**config.mk**
```make
export PLATFORM = sky130hd
export DESIGN_NAME = aesd_ram
export DESIGN_NICKNAME = d
export VERILOG_FILES = /design/src/aesd_ram.sv
export SDC_FILE = /design/constraint.sdc
export NUM_CORES = 2
export LEC_CHECK = 0
export BUFFER_PORTS_ARGS = -buffer_cell sky130_fd_sc_hd__buf_2
export CORE_MARGIN = 5
export CORE_UTILIZATION = 61
export CTS_CLUSTER_SIZE = 10
export DETAILED_ROUTE_END_ITERATION = 8
export GPL_ROUTABILITY_DRIVEN = 1
export PLACE_DENSITY = 0.79
export RECOVER_POWER = 25
export SETUP_SLACK_MARGIN = 0.05
export SYNTH_ARGS = -nofsm -noshare
export SYNTH_HDL_FRONTEND = slang
export SYNTH_SLANG_ARGS = --single-unit
```
**constraint.sdc**
```tcl
create_clock -name clk_i -period 13.4 [get_ports clk_i]
set_input_delay 0.67 -clock clk_i [delete_from_list [all_inputs] [get_ports clk_i]]
set_output_delay 0.67 -clock clk_i [all_outputs]
set_load 0.03 [all_outputs]
```
**src/aesd_ram.sv**
```systemverilog
// Generic single-port-write, single-read RAM with registered read data.
`timescale 1ns / 1ps
module aesd_ram #(
  parameter int unsigned Width = 128,
  parameter int unsigned Depth = 15
) (
  input  logic                     clk_i,
  input  logic                     we_i,
  input  logic [$clog2(Depth)-1:0] waddr_i,
  input  logic [Width-1:0]         wdata_i,
  input  logic [$clog2(Depth)-1:0] raddr_i,
  output logic [Width-1:0]         rdata_o
);
  logic [Width-1:0] mem_q [Depth];

  always_ff @(posedge clk_i) begin
    if (we_i) begin
      mem_q[waddr_i] <= wdata_i;
    end
    rdata_o <= mem_q[raddr_i];
  end
endmodule

```
### Yosys cells after proc, flatten, opt, wreduce, memory -nomap -nowiden

Memory sizes are Yosys's and may differ from the RTL's. A register that Yosys moved wholly into a read port is not among the register bits.
Index checks and enable logic that the tools add are counted.

| storage, ports and cells | value |
|---|---|
| register bits after elaboration | 0 |
| RAM bits | 1920 |
| input bits | 138 |
| output and inout port bits | 128 |
| word-level logic and storage cells | 3 |
| memories kept | 1 |

| cells by class | value |
|---|---|
| mux-type cells | 2 |

Memory list:

| name | depth | bits a word | read ports | clocked after memory_dff | wr ports | line | source |
|---|---|---|---|---|---|---|---|
| mem_q | 15 | 128 | 1 | 1 | 1 | 14 | `logic [Width-1:0] mem_q [Depth];` |

Operators by type and width:

| cell | number |
|---|---|
| 1-bit two-way mux | 2 |

### Longest topological paths before layout

| logic depth | value |
|---|---|
| depth in word-level cells | 2 |
| mapped depth | 8 |
| mapped depth without buffers | 4 |

### Worst setup path after synthesis

OpenSTA, ideal clock, no wires.

| timing path | value |
|---|---|
| kind | input to register |
| from | input waddr_i[2] |
| to | memory mem_q[0][0] (enable) |
| setup time | 774 ps |
| data arrival time | 9823 ps |
| data required time | 12626 ps |
| path slack | 2803 ps |
| stages on the path | 2 |
| path buffers | 0 |
| cells stage by stage | or3b_2 -> nor3_1 |

RTL lines:

| element | line | source |
|---|---|---|
| start, declared | 9 | `input logic [$clog2(Depth)-1:0] waddr_i,` |
| end, declared | 14 |  |

No word-level cell before the write port.

==> metrics.cfg <==
[global_route]
grt_max_degree=129
grt_pass1_wl_um=251000
grt_pass1_vias=38300
grt_overflow_total=0
grt_usage_pct=26.2
antenna_found_initial=41

[layout]
nNetsFinal=4168
fin_area_um2=85100
final_common_cell=edfxtp_1
final_cell_mix=1920 x edfxtp_1, 360 x mux2i_1, 268 x mux4_2
layoutNonFillerInstCount=5871
syn_to_final_growth_pct=12.5
fin_util_pct=68.9
layout-drive-gt1-share_pct=18.3

[power]
p_comb_share_pct=5.3
peakVddDrop_mv=0.140
p_int_uw=10600
power_density_nw_per_um2=158
clockPowerShare_pct=41.0
leakage_uw=0.0279
switching_power_uw=2890
swShare_pct=21.5
pwr-share-seq_pct=53.7

[synthesis]
ys_ff_latch=2048
synthXorXnorAreaFrac_pct=0
syn_inst=3682
syn-cell-area_um2=75700
synth-compound-area-share_pct=4.15
synth_top_family_by_area=multiplexers
synth_cell_type_count=31
yosys_warnings=0
yosys.area_share.adder_pct=0
avgSynthCellArea_um2=20.5
synthMuxAreaShare_pct=12.7
synth_seq_area_share_pct=79.6
synth_nets=3820
synth-simple-area-share_pct=1.92

[cts]
clk_path_buf_depth=3
post_cts_resized=0
holdBufCountCts=0
clk_pin_slew_worst_paths_ns=0.06
cts_tree=done
htreeDepth=4
insertion_delay_ns=0.83
cts-root-buf=clkbuf_16
cts_buffers=224
postCtsSetupBuffers=0
cts.sinks=2048

[setup_path]
setup.worst_path.end_class=register
start_kind=input port
crit_required_ns=14.06
crit_type=in -> reg
ff2ff_path_depth=3
cp.arrival_ns=4.18
cp_max_fo=86
reg2reg_slack_ns=11.96

[sta]
slew_violations=0
layout_min_cycle_time_ns=3.53
fin_skew_ns=0.0232
setup_viol=0
worstMarginPinSlew_ns=1.18
slew_headroom_pct=21.5
timing.final.crit_share_pct=26.3
finalHoldViolCount=0
rsz0062_at_grt=false
fin_tns_setup_ns=0
clock.fmax_ghz=0.284
whs_ns=0.218

[placement]
placed_cells=5441
dpl.hpwl_um=81000
placed_cell_area_um2=78600
routabilityCongestion=0.735
port_buffers=265

[floorplanning]
die_h_um=362
coreArea_um2=123000
start_util_pct=61.3
die_x_um=362
io_pins=266
dieArea_um2=131000
num_rows=129

[outcome]
status=finished, final reports clean

[routing]
dr.pass1.iters=5
wirelength_um=172000
drc=0
wl_per_cell_um=29.3
vias_per_cell=6.42
drtIter0Drc=4746
ant_nets=0
vias=37700

[flow_run]
maxCapViolCount=0

[hold_path]
hold_path_depth=1
hp-class=in -> reg

## per-layer routing
metal | vias up | share of wire [%] | GRT usage, %
met5 | - | 0.084 | 0
met4 | 22 | 2.6 | 8.03
met3 | 296 | 10 | 6.30
met2 | 1997 | 48 | 41.6
met1 | 19600 | 39 | 37.1
li1 | 15800 | - | -
## sequential cells by signal, summed over array words and instances, names as in the netlist
signal and cells:
mem_q 1920, rdata_o 128
## power groups by stage
stage                     clock, uW  combinational, uW  sequential [uW]
after floorplan                   0                365             7430
after global placement            0                698             7350
after detailed placement          0                714             7360
after CTS                      5580                720             7230
after global routing           5870                760             7240
final                          5520                713             7230
## kinds of logic after synthesis
kind of cell           Yosys count
AO/OA/AOI/OAI                  500
buffers and inverters          210
multiplexers                   628
AND/OR/NAND/NOR                296
flip-flops                    2048
## path summary, 6_finish.rpt
check / from / endpoint
hold reg to reg: mem_q[14][119] / rdata_o[119]
setup reg to reg: mem_q[6][57] / rdata_o[57]
hold / removal: wdata_i[18] / mem_q[1][18]
setup / recovery: raddr_i[0] / rdata_o[22]
## cell usage after synthesis, drive strengths merged
library cell | count | share of area (%)
edfxtp | 1920 | 76
mux2i | 360 | 4.8
mux4 | 268 | 8.0
buf | 138 | 1.2
nand2 | 130 | 0.64
a22oi | 128 | 1.3
dfxtp | 128 | 3.4
nand2b | 122 | 1.0
a31oi | 116 | 0.96
o21ai | 116 | 0.77
o22ai | 116 | 0.96
clkbuf | 69 | 0.34
nor2 | 32 | 0.16
a21oi | 12 | 0.079
o211ai | 12 | 0.12
nor3 | 4 | 0.026
inv | 2 | 0.0099
nand3b | 2 | 0.020
or2 | 2 | 0.017
and2b | 1 | 0.0099
clkinv | 1 | 0.0050
nand3 | 1 | 0.0066
nor2b | 1 | 0.0083
or3b | 1 | 0.012
## worst max-delay path, cell delays in order
cell	delay, ns
buf_8	0.64
buf_4	0.82
buf_4	0.86
mux4_2	0.59
a22oi_1	0.25
o21ai_1	0.14
## cell type report
type | count | area (um2)
Sequential cell | 2048 | 60200
Fill cell | 7410 | 38400
Multi-Input combinational cell | 1424 | 14400
Clock buffer | 387 | 6260
Tap cell | 1637 | 2050
Timing Repair Buffer | 329 | 1830
Clock inverter | 16 | 297
Antenna cell | 27 | 67.6
Inverter | 3 | 18.8
## stage by stage
| stage | total power, uW | setup slack (ns) |
|---|---|---|
| after global routing | 13900 | 9.67 |
| after CTS | 13500 | 9.91 |
| after detailed placement | 8070 | 9.09 |
| after global placement | 8050 | 9.15 |
| final | 13500 | 9.87 |
| after floorplan | 7800 | 2.80 |
(Power assumes the default switching activity.)
